$ cat src/sv/iss_pkg.sv
// Package: command codes, status codes, payload structs and controller types
package iss_pkg;

    typedef enum logic [3:0] {
        KIND_INS_FRONT = 4'd0,
        KIND_INS_BACK  = 4'd1,
        KIND_INS_AT    = 4'd2,
        KIND_REM_FRONT = 4'd3,
        KIND_REM_BACK  = 4'd4,
        KIND_REM_AT    = 4'd5,
        KIND_SEARCH    = 4'd6,
        KIND_DEDUP     = 4'd7,
        KIND_DUMP      = 4'd8,
        KIND_DUMP_REV  = 4'd9
    } kind_t;

    localparam logic [1:0] ST_OK    = 2'd0;
    localparam logic [1:0] ST_INDEX = 2'd1;
    localparam logic [1:0] ST_EMPTY = 2'd2;
    localparam logic [1:0] ST_FULL  = 2'd3;

    typedef struct packed {
        logic [3:0]         kind;
        logic signed [31:0] value;
        logic [5:0]         position;
    } in_word_t;

    typedef struct packed {
        logic [1:0]         status;
        logic               found;
        logic signed [31:0] element;
        logic               last;
        logic [5:0]         count;
    } out_word_t;

    typedef enum logic [2:0] {
        S_IDLE,
        S_DECIDE,
        S_SHIFT,
        S_SCAN,
        S_DUMP,
        S_DONE
    } ctl_state_t;

    // controller to datapath
    typedef struct packed {
        logic load;      // capture input word, reset pointers
        logic shift;     // one step of the shift / scan sequence
        logic commit;    // finish a modifying command
        logic emit;      // load output register
        logic emit_last;
    } dp_cmd_t;

    // datapath to controller
    typedef struct packed {
        logic       out_busy;
        logic       step_done;  // pointer has reached the end of the sweep
        logic [3:0] kind;
        logic [1:0] check;      // precondition status
    } dp_stat_t;

endpackage

$ cat src/sv/iss_datapath.sv
// Datapath: cell store, pointers, command checks and output register
module iss_datapath #(
    parameter int DEPTH = 32
) (
    input  logic              aclk,
    input  logic              aresetn,
    input  iss_pkg::in_word_t s_word,
    input  iss_pkg::dp_cmd_t  cmd,
    output iss_pkg::dp_stat_t stat,
    input  logic              m_ready,
    output logic              m_valid,
    output iss_pkg::out_word_t m_word
);
    import iss_pkg::*;

    localparam int AW = (DEPTH > 1) ? $clog2(DEPTH) : 1;
    localparam int CW = $clog2(DEPTH + 1);

    logic signed [31:0] mem [DEPTH];
    logic signed [31:0] rd_reg;

    in_word_t   cmd_reg;
    logic [CW-1:0] count_reg, count_next;
    logic [CW-1:0] rp_reg, rp_next;   // read pointer
    logic [CW-1:0] wp_reg, wp_next;   // write pointer
    logic       seen_reg, seen_next, found_reg, found_next;
    logic       rd_ok_reg;            // rd_reg holds a cell read since the last load
    logic [1:0] check;
    logic       m_valid_reg;
    out_word_t  m_word_reg;

    logic [CW-1:0] pos_w, tgt;
    logic        wr_en;
    logic [AW-1:0] wr_addr, rd_addr;
    logic signed [31:0] wr_data;
    logic        pos_big;
    logic        step_done;

    kind_t kind;
    assign kind = kind_t'(cmd_reg.kind);
    assign pos_big = (32'(cmd_reg.position) > 32'(DEPTH));
    assign pos_w = pos_big ? CW'(DEPTH) : CW'(cmd_reg.position);

    always_comb begin
        check = ST_OK;
        case (kind)
            KIND_INS_FRONT, KIND_INS_BACK:
                if (count_reg >= CW'(DEPTH)) check = ST_FULL;
            KIND_INS_AT:
                if (pos_big || pos_w > count_reg) check = ST_INDEX;
                else if (count_reg >= CW'(DEPTH)) check = ST_FULL;
            KIND_REM_FRONT, KIND_REM_BACK:
                if (count_reg == '0) check = ST_EMPTY;
            KIND_REM_AT:
                if (count_reg == '0) check = ST_EMPTY;
                else if (pos_big || pos_w >= count_reg) check = ST_INDEX;
            KIND_DUMP, KIND_DUMP_REV:
                if (count_reg == '0) check = ST_EMPTY;
            default: check = ST_OK;
        endcase
    end

    // insert target index and remove target index
    always_comb begin
        case (kind)
            KIND_INS_FRONT, KIND_REM_FRONT: tgt = '0;
            KIND_INS_BACK:                  tgt = count_reg;
            KIND_REM_BACK:                  tgt = count_reg - CW'(1);
            default:                        tgt = pos_w;
        endcase
    end

    logic is_ins, is_rem;
    assign is_ins = (kind == KIND_INS_FRONT) || (kind == KIND_INS_BACK) ||
                    (kind == KIND_INS_AT);
    assign is_rem = (kind == KIND_REM_FRONT) || (kind == KIND_REM_BACK) ||
                    (kind == KIND_REM_AT);

    // Sweep schedule (one cell per cycle unless a dump is stalled by the output, read registered):
    // insert: wp walks down from count, rp one below; cell[wp] <= cell[wp-1], value at tgt on commit.
    // remove/dedup: rp walks up, wp writes compacted cells.
    // search/dump: rp walks, rd_reg gives element.
    always_comb begin
        rp_next    = rp_reg;
        wp_next    = wp_reg;
        seen_next  = seen_reg;
        found_next = found_reg;
        count_next = count_reg;
        wr_en   = 1'b0;
        wr_addr = wp_reg[AW-1:0];
        wr_data = rd_reg;
        rd_addr = rp_reg[AW-1:0];
        if (cmd.load) begin
            rp_next = '0; wp_next = '0; seen_next = 1'b0; found_next = 1'b0;
        end else if (cmd.shift) begin
            if (is_ins) begin
                // wp is the cell being written, rp = wp-1 read one step earlier
                if (!rd_ok_reg) begin
                    wp_next = count_reg;
                    rp_next = count_reg - CW'(1);
                    rd_addr = AW'(count_reg - CW'(1));
                end else if (wp_reg == tgt) begin
                    wr_en = 1'b1; wr_addr = tgt[AW-1:0]; wr_data = cmd_reg.value;
                end else begin
                    wr_en = 1'b1; wr_addr = wp_reg[AW-1:0];
                    wp_next = wp_reg - CW'(1);
                    rp_next = rp_reg - CW'(1);
                    rd_addr = rp_reg[AW-1:0] - AW'(1);
                end
            end else if (is_rem) begin
                if (!rd_ok_reg) begin
                    wp_next = tgt;
                    rp_next = tgt + CW'(1);
                    rd_addr = AW'(tgt + CW'(1));
                end else if (rp_reg < count_reg) begin
                    wr_en = 1'b1;
                    wp_next = wp_reg + CW'(1);
                    rp_next = rp_reg + CW'(1);
                    rd_addr = AW'(rp_reg + CW'(1));
                end
            end else begin
                // search / dedup / dump: rp is next cell index, rd_reg is cell rp-1 (mirrored for reverse dump)
                if (rd_ok_reg) begin
                    if (kind == KIND_SEARCH && rd_reg == cmd_reg.value) found_next = 1'b1;
                    if (kind == KIND_DEDUP) begin
                        if (!(rd_reg == cmd_reg.value && seen_reg)) begin
                            wr_en = 1'b1;
                            wp_next = wp_reg + CW'(1);
                        end
                        if (rd_reg == cmd_reg.value) seen_next = 1'b1;
                    end
                end
                if (kind == KIND_DUMP_REV)
                    rd_addr = AW'(count_reg - CW'(1) - rp_reg);
                rp_next = rp_reg + CW'(1);
            end
        end
        if (cmd.commit) begin
            if (is_ins) begin
                count_next = count_reg + CW'(1);
                wr_en   = 1'b1;
                wr_addr = tgt[AW-1:0];
                wr_data = cmd_reg.value;
            end else if (is_rem) count_next = count_reg - CW'(1);
            else if (kind == KIND_DEDUP) count_next = wp_reg;
        end
    end

    // step_done: sweep finished
    always_comb begin
        if (is_ins)
            step_done = rd_ok_reg && (wp_reg == tgt);
        else if (is_rem)
            step_done = rd_ok_reg && (rp_reg >= count_reg);
        else if (kind == KIND_DUMP || kind == KIND_DUMP_REV)
            step_done = rd_ok_reg && (rp_reg >= count_reg);
        else
            step_done = rd_ok_reg && (rp_reg > count_reg);
    end
    assign stat = '{out_busy:  m_valid_reg && !m_ready,
                    step_done: step_done,
                    kind:      cmd_reg.kind,
                    check:     check};

    // rd_reg only moves on a sweep step, so a stalled dump keeps its cell
    always_ff @(posedge aclk) begin
        if (wr_en) mem[wr_addr] <= wr_data;
        if (cmd.shift) rd_reg <= mem[rd_addr];
        if (cmd.load) cmd_reg <= s_word;
    end

    always_ff @(posedge aclk) begin
        if (!aresetn) begin
            count_reg   <= '0;
            rp_reg      <= '0;
            wp_reg      <= '0;
            seen_reg    <= 1'b0;
            found_reg   <= 1'b0;
            rd_ok_reg   <= 1'b0;
            m_valid_reg <= 1'b0;
        end else begin
            count_reg <= count_next;
            rp_reg    <= rp_next;
            wp_reg    <= wp_next;
            seen_reg  <= seen_next;
            found_reg <= found_next;
            if (cmd.load) rd_ok_reg <= 1'b0;
            else if (cmd.shift) rd_ok_reg <= 1'b1;
            if (cmd.emit) m_valid_reg <= 1'b1;
            else if (m_ready) m_valid_reg <= 1'b0;
        end
    end

    // dumps emit during the sweep; other commands and refused dumps emit once, with the commit or from S_DONE
    always_ff @(posedge aclk) begin
        if (cmd.emit) begin
            m_word_reg.status  <= (kind == KIND_DUMP || kind == KIND_DUMP_REV) ?
                                  check : (is_ins || is_rem) ? check : ST_OK;
            m_word_reg.found   <= (kind == KIND_SEARCH) ? found_reg : 1'b0;
            m_word_reg.element <= ((kind == KIND_DUMP || kind == KIND_DUMP_REV) &&
                                   check == ST_OK) ? rd_reg : '0;
            m_word_reg.last    <= cmd.emit_last;
            m_word_reg.count   <= 6'(count_next);
        end
    end

    assign m_valid = m_valid_reg;
    assign m_word  = m_word_reg;
endmodule

$ cat src/sv/iss_controller.sv
// Controller: command sequencing state machine
module iss_controller (
    input  logic              aclk,
    input  logic              aresetn,
    input  logic              s_valid,
    output logic              s_ready,
    input  iss_pkg::dp_stat_t stat,
    output iss_pkg::dp_cmd_t  cmd
);
    import iss_pkg::*;

    ctl_state_t state_reg, state_next;
    kind_t      k;
    logic       is_dump, is_scan;

    assign k       = kind_t'(stat.kind);
    assign is_dump = (k == KIND_DUMP) || (k == KIND_DUMP_REV);
    assign is_scan = (k == KIND_SEARCH) || (k == KIND_DEDUP);

    always_ff @(posedge aclk) begin
        if (!aresetn) state_reg <= S_IDLE;
        else          state_reg <= state_next;
    end

    always_comb begin
        state_next = state_reg;
        cmd        = '0;
        s_ready    = 1'b0;
        case (state_reg)
            S_IDLE: begin
                s_ready = 1'b1;
                if (s_valid) begin
                    cmd.load   = 1'b1;
                    state_next = S_DECIDE;
                end
            end
            S_DECIDE: begin
                if (stat.check != ST_OK) state_next = S_DONE;
                else if (is_dump) begin
                    cmd.shift  = 1'b1;      // prime first read
                    state_next = S_DUMP;
                end else if (is_scan) state_next = S_SCAN;
                else if (k <= KIND_REM_AT) state_next = S_SHIFT;
                else state_next = S_DONE;
            end
            S_SHIFT, S_SCAN: begin
                if (stat.step_done) begin
                    cmd.commit = 1'b1;
                    state_next = S_DONE;
                    if (stat.out_busy) state_next = state_reg;
                    else begin
                        cmd.emit = 1'b1; cmd.emit_last = 1'b1; state_next = S_IDLE;
                    end
                    if (stat.out_busy) cmd.commit = 1'b0;
                end else cmd.shift = 1'b1;
            end
            S_DUMP: begin
                if (!stat.out_busy) begin
                    cmd.emit      = 1'b1;
                    cmd.emit_last = stat.step_done;
                    if (stat.step_done) state_next = S_IDLE;
                    else cmd.shift = 1'b1;
                end
            end
            S_DONE: begin
                if (!stat.out_busy) begin
                    cmd.emit = 1'b1; cmd.emit_last = 1'b1; state_next = S_IDLE;
                end
            end
            default: state_next = S_IDLE;
        endcase
    end
endmodule

$ cat src/sv/indexed_sequence_store.sv
// Top level: ordered store of signed words with indexed insert and remove
//   channel | direction | handshake         | word
//   s_      | in        | s_valid/s_ready   | kind, value, position
//   m_      | out       | m_valid/m_ready   | status, found, element, last, count
// A command is taken only in S_IDLE, so one finishes before the next is accepted. A
// refused command goes through S_DECIDE and S_DONE; inserts and removes sweep the cells
// they move, search and dedup sweep the whole store, and dumps emit one word per cell.
// Reset empties the store at once; no clearing pass. A stalled m_ready holds
// a dump sweep, or the commit of other commands, until the output register is free.
module indexed_sequence_store #(
    parameter int DEPTH = 32
) (
    input  logic               aclk,
    input  logic               aresetn,
    input  logic               s_valid,
    output logic               s_ready,
    input  iss_pkg::in_word_t  s_word,
    output logic               m_valid,
    input  logic               m_ready,
    output iss_pkg::out_word_t m_word
);
    import iss_pkg::*;

    dp_cmd_t  cmd;
    dp_stat_t stat;

    iss_controller u_ctl (
        .aclk, .aresetn, .s_valid, .s_ready, .stat, .cmd
    );

    iss_datapath #(.DEPTH(DEPTH)) u_dp (
        .aclk, .aresetn, .s_word, .cmd, .stat, .m_ready, .m_valid, .m_word
    );
endmodule

$ cat config.mk
export PLATFORM = sky130hd
export DESIGN_NAME = indexed_sequence_store
export DESIGN_NICKNAME = d
export VERILOG_FILES = /design/src/sv/iss_pkg.sv /design/src/sv/iss_datapath.sv /design/src/sv/iss_controller.sv /design/src/sv/indexed_sequence_store.sv
export SDC_FILE = /design/constraint.sdc
export NUM_CORES = 1
export LEC_CHECK = 0
export BUFFER_PORTS_ARGS = -buffer_cell sky130_fd_sc_hd__clkbuf_2
export CAP_MARGIN = 20
export CORE_ASPECT_RATIO = 1.2
export CORE_MARGIN = 1
export CORE_UTILIZATION = 40
export DETAILED_ROUTE_END_ITERATION = 8
export GPL_ROUTABILITY_DRIVEN = 0
export PLACE_DENSITY = 0.56
export SLEW_MARGIN = 25
export SYNTH_ARGS = -nofsm -noshare
export SYNTH_HDL_FRONTEND = slang
export SYNTH_SLANG_ARGS = --single-unit
$ cat constraint.sdc
create_clock -name aclk -period 13.6 [get_ports aclk]
set_input_delay 2.72 -clock aclk [delete_from_list [all_inputs] [get_ports aclk]]
set_output_delay 2.72 -clock aclk [all_outputs]
set_load 0.02 [all_outputs]
Word level (Yosys, flattened, before mapping) --
Memories as Yosys holds them, arrays and structs flattened. A register that Yosys moved wholly into a read port is not among the register bits. Cells that the tools add are included.
Operators by class: $add $sub $neg 9, order comparisons 8, eq/ne operators 23, multiplexer cells 95, bitwise gates (word level) 3, reduce and logical (&&, ||, !) cells 35
Operators with widths (count):
- $mux 32 | 7
- $mux 6 | 20
- $mux 5 | 16
- $eq 32x32->1 | 1
- $mux 3 | 10
- $mux 1 | 29
- $add 6x1->6 const B | 4
- $pmux 6 s3 | 1
- $sub 6x1->6 const B | 3
- $eq 4x3->1 const B | 4
- $mux 2 | 8
- $pmux 3 s5 | 1
- $ge 6x6->1 | 2
- $gt 6x6->1 | 2
- $reduce_and 6->1 | 2
- $logic_or 1x1->1 | 9
- $eq 4x2->1 const B | 2
- $eq 4x4->1 const B | 2
- $pmux 2 s4 | 1
- $reduce_or 2->1 | 4
- $logic_and 1x1->1 | 7
- $eq 3x2->1 const B | 2
- $eq 3x3->1 const B | 2
- $eq 6x6->1 | 1
- 27 further kinds | 33
Storage, ports and cells: register bits 109, RAM bits 1024, logic and storage cells 190, memories 1
Memories:
- u_dp.mem | words 32, width 32, read ports 1, clocked after memory_dff 1, write ports 1, line iss_datapath.sv:19 | logic signed [31:0] mem [DEPTH];

Logic depth before layout (Yosys ltp) --
depth in word-level cells 16, mapped depth 19, gate-level depth less buffers 16

By module --
From an unflattened synthesis, not the netlist that was laid out.
Unflattened totals: cell total of the unflattened synthesis 3157, area total of the unflattened synthesis 48501.5 µm²
Modules (own cells, without submodules):
- iss_datapath | times used 1, cells each 3114, area an instance 48166.2 µm², seq. area each 34673.3 µm²
- iss_controller | times used 1, cells each 43, area an instance 335.3 µm², seq. area each 60.1 µm²

Worst setup path before layout --
OpenSTA, ideal clock, no wires.
kind input to register, start input port m_ready, end memory u_dp.mem[15][0], enable pin, arrival time 5.555 ns, data required time 13.179 ns, slack 7.624 ns, cell stages on the path 12, buffers on the path 1, cell sequence nor2b_1 -> nor3_1 -> nor2_1 -> a31oi_1 -> a21o_1 -> o31a_1 -> buf_6 -> o21a_1 -> o211ai_1 -> nand2_1 -> nand3_1 -> nor2_1
On the way: longest elaborated chain between the ends 10
RTL lines:
- start, declared | line indexed_sequence_store.sv:19 | input logic m_ready,
- $logic_not 1->1 (*) | line iss_datapath.sv:160 | assign stat = '{out_busy: m_valid_reg && !m_ready,
- $logic_and 1x1->1 (*) | line iss_datapath.sv:160
- $mux 1 | line iss_controller.sv:58 | if (!stat.out_busy) begin
- $pmux 1 s3 | line iss_controller.sv:29 | case (state_reg)
- $mux 1 | line iss_datapath.sv:95 | end else if (cmd.shift) begin
- $mux 1 | line iss_datapath.sv:93 | if (cmd.load) begin
- $mux 1 | line iss_datapath.sv:139 | if (is_ins) begin
- $mux 1 | line iss_datapath.sv:138 | if (cmd.commit) begin
- $mux 1 | line iss_datapath.sv:167 | if (wr_en) mem[wr_addr] <= wr_data;
- $mux 1 (implied by the code) | line iss_datapath.sv:167
- end, declared | line iss_datapath.sv:19
Every way passes the cells marked *; elsewhere a longest branch is shown, timed or not.

Worst setup path in the final report --
start register u_dp.count_reg[0], end register u_dp.rd_reg[27] (read register of u_dp.mem), data pin
On the way: longest elaborated chain between the ends 10
RTL lines:
- start, declared | line iss_datapath.sv:23 | logic [CW-1:0] count_reg, count_next;
- start signal, assigned | line iss_datapath.sv:182 | count_reg <= count_next;
- branches (longest 10 deep; another with $sub 6x1->6)
- end, declared | line iss_datapath.sv:20 | logic signed [31:0] rd_reg;
Parallel ways; which one is timed is not known. A chain may end at the register's enable or synchronous reset.

==> impl_metrics.py <==
metrics = {
    "outcome": {
        "status": "finished, final reports clean",
    },
    "clock_tree": {
        "clkSinkCount": 1165,
        "cts.repair.resized": 0,
        "clock_latency_ns": 0.72,
        "h-tree-depth": 3,
        "cts_setup_buffers": 0,
        "cts_max_path_buffers": 3,
        "cts_hold_buf": 0,
        "clk_pin_slew_ns": 0.07,
        "root_buffer": "clkbuf_16",
        "cts-buffers-inserted": 110,
        "cts_tree": "done",
    },
    "yosys": {
        "avgSynthCellArea_sq_um": 14.2,
        "ys.flop_type": "edfxtp_1",
        "ys_seq_elements": 1165,
        "yosys.area.top_type": "edfxtp_1",
        "synth-edff-count": 1140,
        "syn_inst": 3414,
        "synth_compound_area_share_pct": 11.2,
        "async_reset_ff_share_pct": 0,
        "yosysWarnings": 0,
        "synth_top_area_share_pct": 70.8,
        "syn_nets": 3485,
        "synthAdderAreaFrac_pct": 0.662,
        "synth_area_sq_um": 48400,
        "synth-seq-area-share_pct": 71.8,
        "yosys.area_share.simple_pct": 10.6,
        "synth.area.top_cells": "edfxtp_1 71%, a211oi_1 5.2%, and3_1 4.1%",
        "synth_top_family_by_area": "compound AO/OA/AOI/OAI gates",
        "synthMuxAreaShare_pct": 1.67,
        "synth-xor-area-share_pct": 1.32,
        "synth_cell_types": 77,
    },
    "setup_path": {
        "crit_top_cell": "buf_4",
        "start_kind": "register",
        "rrSetupSlack_ns": 6.65,
        "cp_max_fo": 108,
        "crit_path_end_kind": "register",
        "slowest_stage": "buf_4",
        "worstPathArrival_ns": 7.47,
        "path_cells": "inv_1, ha_1, nor3b_2, xnor2_1, a311oi_2, xnor2_2, nand4_2, or4_1, a21o_4, nand2_8, buf_4, buf_4, a211oi_1, o21ai_0, nand4_1, nor3_1",
        "slowest_delay_ns": 0.69,
        "critPathKind": "register to register",
        "critPathRequiredTime_ns": 14.11,
    },
    "cells_and_area": {
        "fillCellCount": 10500,
        "final_layout_size_suffix_gt1_share_pct": 12.0,
        "largest_reg_flops": 1024,
        "diodes": 0,
        "area_delta_synth_final_pct": 11.8,
        "finalNonFillerCells": 5062,
        "fin_nets": 3490,
    },
    "global_route": {
        "grtUsageTotal_pct": 21.9,
        "grt_max_degree": 213,
        "antenna_found_initial": 1,
        "grt_pass1_vias": 29500,
        "grt_overflow": 0,
        "grt_pass1_wl_um": 199000,
    },
    "sta": {
        "slew_viol_final": 0,
        "max_slew_margin_pct": 25.1,
        "setup_violations": 0,
        "skew_ns": 0.0335,
        "rsz0062_at_grt": "no",
        "worst_pin_slew_ns": 1.12,
        "fmax_mhz": 144,
        "hold_viol": 0,
        "fin_tns_setup_ns": 0,
        "whs_ns": 0.469,
        "fin_crit_sh_pct": 51.1,
        "finalCriticalPeriod_ns": 6.95,
    },
    "floorplan": {
        "start_util_pct": 40.3,
        "core_area_sq_um": 120000,
        "ioPinCount": 90,
        "die-area_sq_um": 122000,
        "die_h_um": 383,
        "rows": 139,
        "dieWidth_um": 319,
    },
    "placement": {
        "dp_hpwl_um": 69500,
        "numPortBuffers": 89,
        "dp_cells": 4856,
    },
    "detailed_routing": {
        "drc_errors": 0,
        "ant_nets": 0,
        "wl_per_cell_um": 26.7,
        "drt-initial-drc-count": 3006,
        "vias": 29800,
        "viasPerCell": 5.88,
        "drt_first_pass_iters": 5,
        "drt_wl_total_um": 135000,
    },
    "flow_run": {
        "drv_cap": 0,
    },
    "pwr": {
        "ir_drop_uv": 191,
        "pwr_density_cell_nw_per_um2": 214,
        "p_leak_nw": 18.2,
        "p_total_mw": 11.5,
    },
    "min_path": {
        "hold_path_class": "register to register",
    },
}
==> layout by cell type (no fill, tap or decap), drive strengths merged, types with 3 or more instances in the layout <==
cell	n
nand2	373
or3	3
a31oi	134
o211ai	5
dfxtp	25
and2	43
nand4	37
o21ai	124
clkbuf	219
o21bai	4
a22oi	3
clkinv	60
xor2	47
and3	318
o22ai	69
a21oi	45
a32oi	33
nand3b	6
o31a	5
buf	71
bufinv	12
a211oi	334
mux2	32
or4	4
edfxtp	1140
nor2b	14
o21a	4
nor2	84
nand3	23
ha	24
nor3	53
mux2i	40
inv	19
a21o	9
a311oi	4
xnor2	24
nor4	15
nand2b	17
==> Yosys cell counts, drive strengths merged, types with 32 or more instances <==
| master | n |
|---|---|
| edfxtp | 1140 |
| nand2 | 373 |
| a211oi | 334 |
| and3 | 318 |
| clkbuf | 157 |
| a31oi | 134 |
| o21ai | 124 |
| buf | 110 |
| nor2 | 84 |
| o22ai | 69 |
| nor3 | 53 |
| xor2 | 47 |
| a21oi | 45 |
| and2 | 43 |
| mux2i | 40 |
| nand4 | 37 |
| a32oi | 33 |
| mux2 | 32 |
==> per-layer routing <==
layer	global-route usage [%]	part of all wire (%)	vias to the layer above
met5	0	0	-
met4	7.14	2.5	0
met3	3.58	7.0	217
met2	36.1	48	1060
met1	29.4	42	15200
li1	-	-	13300
==> final cells by class <==
cell class                      count  area (sq um)  share of cell area (%)
Inverter                           18          67.6                   0.125
Timing Repair Buffer              160          1070                    1.98
Tap cell                         1551          1940                    3.59
Sequential cell                  1165         34700                    64.3
Multi-Input combinational cell   1964         12600                    23.4
Clock buffer                      130          2890                    5.35
Clock inverter                     74           717                    1.33
==> worst max-delay path: cells and delay by family, from the launching register on <==
family,cells,cell delay [ns]
adder cells (fa/ha/maj),1,0.33
AND/OR/NAND/NOR,6,2.19
flip-flops,1,0.67
buffers and inverters,3,1.49
AO/OA/AOI/OAI,4,1.46
XOR/XNOR,2,0.36
==> logic make-up (layout without fill, tap and decap cells) <==
| logic type | after synthesis | after routing |
|---|---|---|
| buffers and inverters | 285 | 382 |
| adder cells (fa/ha/maj) | 25 | 25 |
| multiplexers | 74 | 74 |
| XOR/XNOR | 71 | 71 |
| AND/OR/NAND/NOR | 1002 | 1002 |
| AO/OA/AOI/OAI | 792 | 792 |
| flip-flops | 1165 | 1165 |
==> stage by stage <==
step / setup slack (ns) / cell area [sq um] / util [%]
5_1_grt: 6.21 / 54100 / 45.1
4_1_cts: 6.64 / 54000 / 45.1
6_report: 6.65 / 54100 / 45.1
3_3_place_gp: 6.14 / 50400 / 42.1
3_5_place_dp: 6.10 / 50400 / 42.1
2_1_floorplan: 7.62 / 48400 / -
==> path summary, 6_finish.rpt <==
| path | from | to | cells past startpoint |
|---|---|---|---|
| hold reg to reg | u_dp.found_reg | u_dp.found_reg | 2 |
| setup reg to reg | u_dp.count_reg[0] | u_dp.rd_reg[27] | 16 |
| hold / removal | u_dp.found_reg | u_dp.found_reg | 2 |
| setup / recovery | u_dp.count_reg[0] | u_dp.rd_reg[27] | 16 |
==> report_power, final <==
| part | internal (mW) | leakage (nW) | switching (mW) |
|---|---|---|---|
| clock | 1.75 | 1.77 | 1.35 |
| sequential | 4.54 | 10.5 | 0.162 |
| combinational | 0.988 | 5.91 | 2.77 |
(Power assumes the default switching activity.)
